File: config.mk
export PLATFORM = sky130hd
export DESIGN_NAME = top_k_selector
export DESIGN_NICKNAME = d
export VERILOG_FILES = /design/src/hw/rtl/tks_pkg.sv /design/src/hw/rtl/tks_list.sv /design/src/hw/rtl/tks_report.sv /design/src/hw/rtl/top_k_selector.sv
export SDC_FILE = /design/constraint.sdc
export NUM_CORES = 2
export LEC_CHECK = 0
export ABC_AREA = 1
export BUFFER_PORTS_ARGS = -buffer_cell sky130_fd_sc_hd__buf_4
export CAP_MARGIN = 10
export CELL_PAD_IN_SITES_DETAIL_PLACEMENT = 0
export CELL_PAD_IN_SITES_GLOBAL_PLACEMENT = 1
export CORE_UTILIZATION = 50
export DETAILED_ROUTE_END_ITERATION = 12
export HOLD_SLACK_MARGIN = 0.05
export PLACE_DENSITY_LB_ADDON = 0.12
export SYNTH_ARGS = -nofsm -noshare
export SYNTH_HDL_FRONTEND = slang
export SYNTH_SLANG_ARGS = --single-unit
export TNS_END_PERCENT = 1
File: constraint.sdc
create_clock -name clk -period 63.7 [get_ports clk]
set_input_delay 12.74 -clock clk [delete_from_list [all_inputs] [get_ports clk]]
set_output_delay 12.74 -clock clk [all_outputs]
set_load 0.05 [all_outputs]
File: src/hw/rtl/tks_pkg.sv
// Shared constants and types for the top-k selector.
package tks_pkg;

  localparam int MAX_K_DEFAULT = 16;
  localparam int POSITION_BITS_DEFAULT = 20;
  localparam int SCORE_BITS_DEFAULT = 32;

  localparam int KEEP_BITS = 5;
  localparam logic [KEEP_BITS-1:0] KEEP_RESET = 5'd16;

  typedef struct packed {
    logic step;
    logic last;
  } list_ctrl_t;

endpackage

File: src/hw/rtl/tks_list.sv
// Sorted list of kept entries with a parallel compare-and-shift insert.
module tks_list #(
  parameter int MAX_K = tks_pkg::MAX_K_DEFAULT,
  parameter int POSITION_BITS = tks_pkg::POSITION_BITS_DEFAULT,
  parameter int SCORE_BITS = tks_pkg::SCORE_BITS_DEFAULT,
  localparam int FILL_BITS = $clog2(MAX_K + 1)
) (
  input  logic                                 clk,
  input  logic                                 rst,
  input  tks_pkg::list_ctrl_t                  ctrl,
  input  logic signed [SCORE_BITS-1:0]         score,
  input  logic [POSITION_BITS-1:0]             pos,
  input  logic [tks_pkg::KEEP_BITS-1:0]        keep_count,
  output logic signed [SCORE_BITS-1:0]         snap_val [MAX_K],
  output logic [POSITION_BITS-1:0]             snap_pos [MAX_K],
  output logic [FILL_BITS-1:0]                 snap_count
);

  logic signed [SCORE_BITS-1:0] list_val [MAX_K];
  logic [POSITION_BITS-1:0]     list_pos [MAX_K];
  logic [FILL_BITS-1:0]         fill;

  logic signed [SCORE_BITS-1:0] sh_val [MAX_K];
  logic [POSITION_BITS-1:0]     sh_pos [MAX_K];
  logic [MAX_K-1:0]             lt;
  logic [MAX_K-1:0]             tail;
  logic [MAX_K-1:0]             ahead;
  logic [MAX_K-1:0]             prev;
  logic [FILL_BITS-1:0]         eff_k;
  logic [FILL_BITS-1:0]         count;
  logic [FILL_BITS-1:0]         fill_next;
  logic                         tail_lt;
  logic                         grow;
  logic                         do_ins;

  always_comb begin
    if (32'(keep_count) > 32'(MAX_K)) begin
      eff_k = FILL_BITS'(MAX_K);
    end else begin
      eff_k = FILL_BITS'(keep_count);
    end

    for (int i = 0; i < MAX_K; i++) begin
      lt[i] = list_val[i] < score;
      tail[i] = fill == FILL_BITS'(i + 1);
    end
    tail_lt = |(lt & tail);
    grow = fill < eff_k;
    do_ins = grow || ((fill != '0) && tail_lt);
    count = grow ? fill : fill - FILL_BITS'(1);
    fill_next = grow ? fill + FILL_BITS'(1) : fill;

    for (int i = 0; i < MAX_K; i++) begin
      ahead[i] = (FILL_BITS'(i) < count) && !lt[i];
    end

    sh_val[0] = score;
    sh_pos[0] = pos;
    prev[0] = 1'b1;
    for (int i = 1; i < MAX_K; i++) begin
      sh_val[i] = list_val[i-1];
      sh_pos[i] = list_pos[i-1];
      prev[i] = ahead[i-1];
    end

    for (int i = 0; i < MAX_K; i++) begin
      snap_val[i] = list_val[i];
      snap_pos[i] = list_pos[i];
      if (do_ins && !ahead[i]) begin
        snap_val[i] = prev[i] ? score : sh_val[i];
        snap_pos[i] = prev[i] ? pos : sh_pos[i];
      end
    end
    snap_count = fill_next;
  end

  always_ff @(posedge clk) begin
    if (ctrl.step) begin
      list_val <= snap_val;
      list_pos <= snap_pos;
    end
  end

  always_ff @(posedge clk) begin
    if (rst) begin
      fill <= '0;
    end else if (ctrl.step) begin
      fill <= ctrl.last ? '0 : fill_next;
    end
  end

  a_fill_bound: assert property (@(posedge clk) disable iff (rst)
    32'(fill) <= 32'(MAX_K))
    else $error("fill level exceeds list depth");

  a_clear_on_last: assert property (@(posedge clk) disable iff (rst)
    ctrl.step && ctrl.last |=> fill == '0)
    else $error("list not cleared after last beat");

  a_hold_idle: assert property (@(posedge clk) disable iff (rst)
    !ctrl.step |=> $stable(fill))
    else $error("fill level changed without a step");

endmodule

File: src/hw/rtl/tks_report.sv
// Report buffer that drains a snapshot of the kept list one beat per cycle while out_ready is high.
module tks_report #(
  parameter int MAX_K = tks_pkg::MAX_K_DEFAULT,
  parameter int POSITION_BITS = tks_pkg::POSITION_BITS_DEFAULT,
  parameter int SCORE_BITS = tks_pkg::SCORE_BITS_DEFAULT,
  localparam int FILL_BITS = $clog2(MAX_K + 1)
) (
  input  logic                          clk,
  input  logic                          rst,
  input  logic                          load,
  input  logic signed [SCORE_BITS-1:0]  load_val [MAX_K],
  input  logic [POSITION_BITS-1:0]      load_pos [MAX_K],
  input  logic [FILL_BITS-1:0]          load_count,
  output logic                          free,
  output logic                          out_valid,
  input  logic                          out_ready,
  output logic signed [SCORE_BITS-1:0]  kept_score,
  output logic [POSITION_BITS-1:0]      position,
  output logic                          final_result
);

  logic signed [SCORE_BITS-1:0] rep_val [MAX_K];
  logic [POSITION_BITS-1:0]     rep_pos [MAX_K];
  logic [FILL_BITS-1:0]         rep_left;
  logic                         pop;

  assign out_valid = rep_left != '0;
  assign pop = out_valid && out_ready;
  assign free = (rep_left == '0) || ((rep_left == FILL_BITS'(1)) && out_ready);
  assign kept_score = rep_val[0];
  assign position = rep_pos[0];
  assign final_result = rep_left == FILL_BITS'(1);

  always_ff @(posedge clk) begin
    if (load) begin
      rep_val <= load_val;
      rep_pos <= load_pos;
    end else if (pop) begin
      for (int i = 0; i < MAX_K - 1; i++) begin
        rep_val[i] <= rep_val[i+1];
        rep_pos[i] <= rep_pos[i+1];
      end
    end
  end

  always_ff @(posedge clk) begin
    if (rst) begin
      rep_left <= '0;
    end else if (load) begin
      rep_left <= load_count;
    end else if (pop) begin
      rep_left <= rep_left - FILL_BITS'(1);
    end
  end

  a_left_bound: assert property (@(posedge clk) disable iff (rst)
    32'(rep_left) <= 32'(MAX_K))
    else $error("report count exceeds list depth");

  a_load_when_free: assert property (@(posedge clk) disable iff (rst)
    load |-> free)
    else $error("report loaded while a report is still draining");

  a_drain_step: assert property (@(posedge clk) disable iff (rst)
    pop && !final_result && !load |=> out_valid && rep_left == $past(rep_left) - FILL_BITS'(1))
    else $error("report count did not step down after a beat");

endmodule

File: src/hw/rtl/top_k_selector.sv
// Top level of the streaming top-k selector.
// Accepts one score per cycle unless stalled and keeps the k largest (score, position)
// pairs, where k is min(keep_count, MAX_K). A score marked last_item is inserted first,
// then the kept list is copied into a report buffer and the list clears; the report leaves
// as one beat per kept entry, largest first, equal scores in arrival order, with
// final_result on the last beat. A report with no kept entries sends no beat. The first
// report beat is valid once the report buffer is loaded. Input is stalled only when a
// last-marked score reaches the list while the previous report is still draining.
module top_k_selector #(
  parameter int MAX_K = tks_pkg::MAX_K_DEFAULT,
  parameter int POSITION_BITS = tks_pkg::POSITION_BITS_DEFAULT,
  parameter int SCORE_BITS = tks_pkg::SCORE_BITS_DEFAULT,
  localparam int FILL_BITS = $clog2(MAX_K + 1)
) (
  input  logic                                 clk,
  input  logic                                 rst,
  input  logic                                 cfg_we,
  input  logic [tks_pkg::KEEP_BITS-1:0]        cfg_data,
  input  logic                                 in_valid,
  output logic                                 in_ready,
  input  logic signed [SCORE_BITS-1:0]         score,
  input  logic                                 last_item,
  output logic                                 out_valid,
  input  logic                                 out_ready,
  output logic signed [SCORE_BITS-1:0]         kept_score,
  output logic [POSITION_BITS-1:0]             position,
  output logic                                 final_result
);

  logic [tks_pkg::KEEP_BITS-1:0] keep_count;
  logic [POSITION_BITS-1:0]      item_counter;

  logic                          ir_valid;
  logic signed [SCORE_BITS-1:0]  ir_score;
  logic                          ir_last;
  logic [POSITION_BITS-1:0]      ir_pos;

  logic                          advance;
  logic                          accept;
  logic                          rep_free;
  tks_pkg::list_ctrl_t           list_ctrl;

  logic signed [SCORE_BITS-1:0]  snap_val [MAX_K];
  logic [POSITION_BITS-1:0]      snap_pos [MAX_K];
  logic [FILL_BITS-1:0]          snap_count;

  assign advance = ir_valid && (!ir_last || rep_free);
  assign in_ready = !ir_valid || advance;
  assign accept = in_valid && in_ready;
  assign list_ctrl.step = advance;
  assign list_ctrl.last = ir_last;

  always_ff @(posedge clk) begin
    if (rst) begin
      keep_count <= tks_pkg::KEEP_RESET;
    end else if (cfg_we) begin
      keep_count <= cfg_data;
    end
  end

  always_ff @(posedge clk) begin
    if (rst) begin
      ir_valid <= 1'b0;
      item_counter <= '0;
    end else begin
      if (accept) begin
        ir_valid <= 1'b1;
        item_counter <= last_item ? '0 : item_counter + POSITION_BITS'(1);
      end else if (advance) begin
        ir_valid <= 1'b0;
      end
    end
  end

  always_ff @(posedge clk) begin
    if (accept) begin
      ir_score <= score;
      ir_last <= last_item;
      ir_pos <= item_counter;
    end
  end

  tks_list #(
    .MAX_K(MAX_K),
    .POSITION_BITS(POSITION_BITS),
    .SCORE_BITS(SCORE_BITS)
  ) u_list (
    .clk(clk),
    .rst(rst),
    .ctrl(list_ctrl),
    .score(ir_score),
    .pos(ir_pos),
    .keep_count(keep_count),
    .snap_val(snap_val),
    .snap_pos(snap_pos),
    .snap_count(snap_count)
  );

  tks_report #(
    .MAX_K(MAX_K),
    .POSITION_BITS(POSITION_BITS),
    .SCORE_BITS(SCORE_BITS)
  ) u_report (
    .clk(clk),
    .rst(rst),
    .load(advance && ir_last),
    .load_val(snap_val),
    .load_pos(snap_pos),
    .load_count(snap_count),
    .free(rep_free),
    .out_valid(out_valid),
    .out_ready(out_ready),
    .kept_score(kept_score),
    .position(position),
    .final_result(final_result)
  );

endmodule

---- Word level (Yosys, flattened, before mapping) ----
Cells that the tools add are included.
word-level totals
  word-level logic and storage cells ...... 285
  flip-flop bits (word level) ............. 1,753
  output and inout bits ................... 55
  input bits .............................. 43
operators by class
  $add $sub $neg .......................... 4
  order comparisons ....................... 34
  bitwise logic cells ..................... 1
  reduce and logical (&&, ||, !) cells .... 82
  equal/unequal tests ..................... 17
  mux-type cells .......................... 75
operators by type and width
  operator                                               count
  two-way mux 32 bit                                     31
  two-way mux 480 bit                                    2
  two-way mux 20 bit                                     32
  two-way mux 300 bit                                    2
  < comparator 32 bit                                    16
  equality test 5 x 4 -> 1 bit (second input constant)   8
  < comparator 4 x 5 -> 1 bit (first input constant)     8
  logical AND 1 bit                                      38
  logical NOT 1 bit                                      34
  two-way mux 5 bit                                      6
  adder 20 x 1 -> 20 bit (second input constant)         1
  equality test 5 x 3 -> 1 bit (second input constant)   4
  < comparator 3 x 5 -> 1 bit (first input constant)     4
  bitwise AND 16 bit                                     1
  OR reduction 16 bit                                    1
  equality test 5 x 1 -> 1 bit (second input constant)   2
  equality test 5 x 2 -> 1 bit (second input constant)   2
  < comparator 1 x 5 -> 1 bit (first input constant)     2
  < comparator 2 x 5 -> 1 bit (first input constant)     2
  nonzero test 5 bit                                     2
  subtractor 5 x 1 -> 5 bit (second input constant)      2
  adder 5 x 1 -> 5 bit (second input constant)           1
  equality test 5 bit (second input constant)            1
  greater-than comparator 5 bit (second input constant)  1
  5 further kinds                                        10

---- Longest topological paths before layout ----
  depth in word-level cells ............... 10
  gate-level depth with buffers ........... 27
  gate-level depth less buffers ........... 24

---- By module ----
Synthesis repeated with hierarchy kept, for this count alone.
second synthesis, totals
  cells, all modules ...................... 10,997
  area total of the unflattened synthesis .. 96,557.6 um^2
by module, submodules not included
  module          cells each  area an instance (um^2)  seq. area each (um^2)  times used
  tks_list        7,304       58,263.4                 25,084.1               1
  tks_report      3,454       35,395.2                 25,084.1               1
  top_k_selector  239         2,899.0                  2,112.0                1

---- Worst setup path before layout ----
Ideal clock, no wire load.
  kind .................................... input to register
  from .................................... input out_ready
  to ...................................... register u_report.rep_left[3]
  setup slack ............................. 13.522 ns
  arrival ................................. 50.042 ns
  library setup time ...................... 0.136 ns
  cell stages on the path ................. 10
  buffers on the path ..................... 1
  data required time ...................... 63.564 ns
  path through ............................ nand4_1 -> nand3_1 -> nand2_1 -> inv_1 -> nand2_1 -> clkbuf_1 -> nand2_1 -> inv_1 -> nand2_1 -> a31oi_1
between the ends
  cells in the longest elaborated chain, start to end .. 6
  elaborated cells between the ends (all ways) .. 8
RTL lines
  element                                                         line                   RTL
  from (decl)                                                     top_k_selector.sv:24   input logic out_ready,
  logical AND 1 bit (*)                                           tks_report.sv:29       assign free = (rep_left == '0) || ((rep_left == FILL_BITS'(1)) && out_ready);
  logical OR 1 bit (*)                                            tks_report.sv:29
  logical OR 1 bit (*)                                            top_k_selector.sv:47   assign advance = ir_valid && (!ir_last || rep_free);
  logical AND 1 bit (*)                                           top_k_selector.sv:47
  net advance                                                     top_k_selector.sv:38   logic advance;
  logical AND 1 bit (*)                                           top_k_selector.sv:106  .load(advance && ir_last),
  two-way mux 5 bit / nonzero test 2 bit (equally long branches)  n/a
  to (signal assigned)                                            tks_report.sv:50       rep_left <= load_count;
  to (signal assigned)                                            tks_report.sv:52       rep_left <= rep_left - FILL_BITS'(1);
  to (decl)                                                       tks_report.sv:24       logic [FILL_BITS-1:0] rep_left;
The timed path passes the listed nets; every way through them passes the cells marked *.
A chain may end at the register's enable or synchronous reset.

---- Final worst setup path ----
  from .................................... input out_ready
  to ...................................... output in_ready
between the ends
  cells in the longest elaborated chain, start to end .. 5
RTL lines
  element            line                  RTL
  logical AND 1 bit  tks_report.sv:29
  logical OR 1 bit   tks_report.sv:29
  logical OR 1 bit   top_k_selector.sv:47
  logical AND 1 bit  top_k_selector.sv:47
  logical OR 1 bit   top_k_selector.sv:48  assign in_ready = !ir_valid || advance;
  to (decl)          top_k_selector.sv:20  output logic in_ready,
No other way between the ends.

==> results.txt <==
status = finished, final reports clean
critical path class = primary input to output port
top cells by area in the synthesized netlist = edfxtp_1 50%, nand2_1 14%, ha_1 6.2%
post-synthesis async set-or-reset flop share = 0
CORE AREA = 202700 um2
Distinct cells, synth = 44
largest net degree at the start of global routing = 185
Worst EP required = 50960 ps
CTS buffer count = 198
Max-Cap Viols = 0
Final GP Congestion = 0.8672
postcts setup bufs = 0
die area = 206300 um2
CP Capture Type = output port
count of final hold-check violations = 0
Tot Pwr = 4791 uW
setup TNS = 0 ps
DRT Wirelength = 316700 um
root buffer cell = clkbuf_16
clk sinks = 1753
drt pass-1 iters = 9
Pins Over Slew Limit = 0
number of synthesized flops with an enable pin = 1717
H-tree depth = 4
Buffers on Ports = 97
num ports = 98
syn avg cell area = 8.723 um2
Detailed Route Iter0 Violations = 8421
TritonCTS clock tree = done
power per cell area = 43.46 nW/um2
Clock Latency Late Sink = 880 ps
RSZ-0062 raised after global routing = false
Final Setup Violations = 0
detailed-route wire length per cell = 22.27 um
nature of the critical path startpoint = primary input
vias in the first global route = 80980
post_cts resized = 0
Post-Syn Nets = 12280
cell taking the most area after synthesis = edfxtp_1
CTS Buffer Depth = 3
Clock Skew = 29.67 ps
initial antenna violation count = 11
Nets = 11940
synthesis-to-finish area growth = 7.797%
CTS Hold Buffers Added = 0
post-route minimum period = 26150 ps
Leak = 0.04782 uW
layout cells sized above 1 = 0.05075
DRC Markers = 0
Post-Synthesis Cells = 11720
top-count cell post-synth = nand2_1
commonest cells in the netlist = 3724 x nand2_1, 1717 x edfxtp_1, 977 x inv_1
initial core utilization = 0.5044
Seq cells post-synth = 1753
Clock Pin Slew Worst Setup and Hold Paths = 60 ps
Post-DRT Antenna Nets = 0
Peak Freq = 38.25 MHz
all-layer global routing usage = 0.3033
crit path launch = out_ready
cell row count = 165
relative slew slack = 0.03600
first-pass GRT wire length = 483400 um
Mapped Area = 102300 um2
hpwl dp = 185400 um
Top FF cell, synth = edfxtp_1
Worst Path Arrival = 13410 ps
worst min path class = flop to flop
Via-to-Cell Ratio = 5.818
actual slew at the worst max-slew pin = 1446 ps
Die W = 454.3 um
routed vias = 82750
IR drop worst, VDD = 36.02 uV
Synth top area share = 0.5042
grt total ovfl = 0
register area share after synthesis = 0.5112
synth warn = 0
Tcrit/Tclk final = 0.4105
Hold Path Origin = item_counter[12]
crit-path max FO = 4
Die Span Y = 454.3 um
Worst R2R Start = ir_score[7]
[worst max-delay path, stage by stage]
cell and delay, ps:
buf_4 130, nand4_1 100, nand4_1 180, buf_4 250
[cell usage in the layout, fill, tap and decap left out, types with 6 or more instances in the layout]
| cell type | Yosys | final |
|---|---|---|
| nand2_1 | 3724 | 3714 |
| edfxtp_1 | 1717 | 1717 |
| inv_1 | 977 | 975 |
| nand3_1 | 920 | 917 |
| o21ai_0 | 852 | 852 |
| nand4_1 | 819 | 819 |
| and2_1 | 780 | 780 |
| ha_1 | 509 | 509 |
| a21oi_1 | 264 | 264 |
| buf_4 | 69 | 253 |
| clkbuf_16 | 0 | 200 |
| nor2_1 | 149 | 149 |
| clkbuf_1 | 349 | 51 |
| clkinv_1 | 1 | 42 |
| dfxtp_1 | 36 | 36 |
| clkinv_2 | 0 | 35 |
| o21a_1 | 29 | 29 |
| nor3_1 | 27 | 27 |
| nand3_4 | 0 | 18 |
| buf_12 | 0 | 12 |
| o21ai_1 | 16 | 11 |
| o211ai_1 | 11 | 11 |
| a31oi_1 | 11 | 11 |
| bufinv_16 | 0 | 11 |
| o21bai_1 | 9 | 9 |
| nand2_4 | 0 | 8 |
| nor4_1 | 8 | 8 |
| clkbuf_8 | 0 | 8 |
| a21o_1 | 9 | 7 |
| inv_2 | 7 | 6 |
[path summary, 6_finish.rpt]
kind                                             end  slack [ps]  cells past startpoint
worst max-delay path                        in_ready       37550                      4
worst min-delay path                      ir_pos[12]         460                      0
worst max register to register  u_report.rep_pos[57]       55770                     21
worst min register to register            ir_pos[12]         460                      0
[final cells by class]
class / count / area (um2)
diodes: 4 / 10.01
well taps: 2672 / 3343
repair buffers: 265 / 2140
fillers: 18570 / 92490
multi-input cells: 8182 / 42550
flip-flops and latches: 1753 / 52280
clock buffers: 259 / 5306
clock inverters: 102 / 894.6
inverters: 985 / 3714
[metrics by stage]
stage / instances / hold slack (ps) / utilization / setup WS (ps) / cell area [um2]
6_report: 14220 / 463.6 / 0.5438 / 37550 / 110200
3_3_place_gp: 13860 / 434.1 / 0.5131 / 37550 / 104000
3_5_place_dp: 13860 / 447.2 / 0.5131 / 37580 / 104000
2_1_floorplan: 11720 / 417.5 / - / 13520 / 102300
5_1_grt: 14220 / 482.5 / 0.5437 / 37560 / 110200
4_1_cts: 14220 / 458.1 / 0.5437 / 37580 / 110200
[registers in the layout, indices dropped and copies added (netlist names), 32 cells and up]
| name | flops |
|---|---|
| ir_score | 32 |
| u_list.list_pos | 320 |
| u_list.list_val | 512 |
| u_report.kept_score | 32 |
| u_report.rep_pos | 300 |
| u_report.rep_val | 480 |
[metal layers]
metal	vias to the layer above	GRT usage	wire length [um]
met5	-	0	13
met4	2	0.09096	8836
met3	476	0.04186	22380
met2	3101	0.4952	145800
met1	39870	0.4191	139600
li1	39300	-	-
[cell families (layout without fill, tap and decap cells)]
kind of cell,Yosys count,in the layout,share of synthesized area
other,0,4,0
AO/OA/AOI/OAI,1210,1210,0.06106
XOR/XNOR,7,7,0.0005995
AND/OR/NAND/NOR,6455,6455,0.2892
adder cells (fa/ha/maj),509,509,0.06228
buffers and inverters,1788,1611,0.07556
flip-flops,1753,1753,0.5112
multiplexers,1,1,0.0001101
[where the power goes]
part / switching (uW) / total (uW) / internal (uW) / leakage, uW
registers: 138 / 1980 / 1840 / 0.0164
logic: 1170 / 1680 / 509 / 0.0284
clock network: 496 / 1130 / 630 / 0.00303
total: 1810 / 4790 / 2980 / 0.0478
Power figures use the tool's default switching activity.
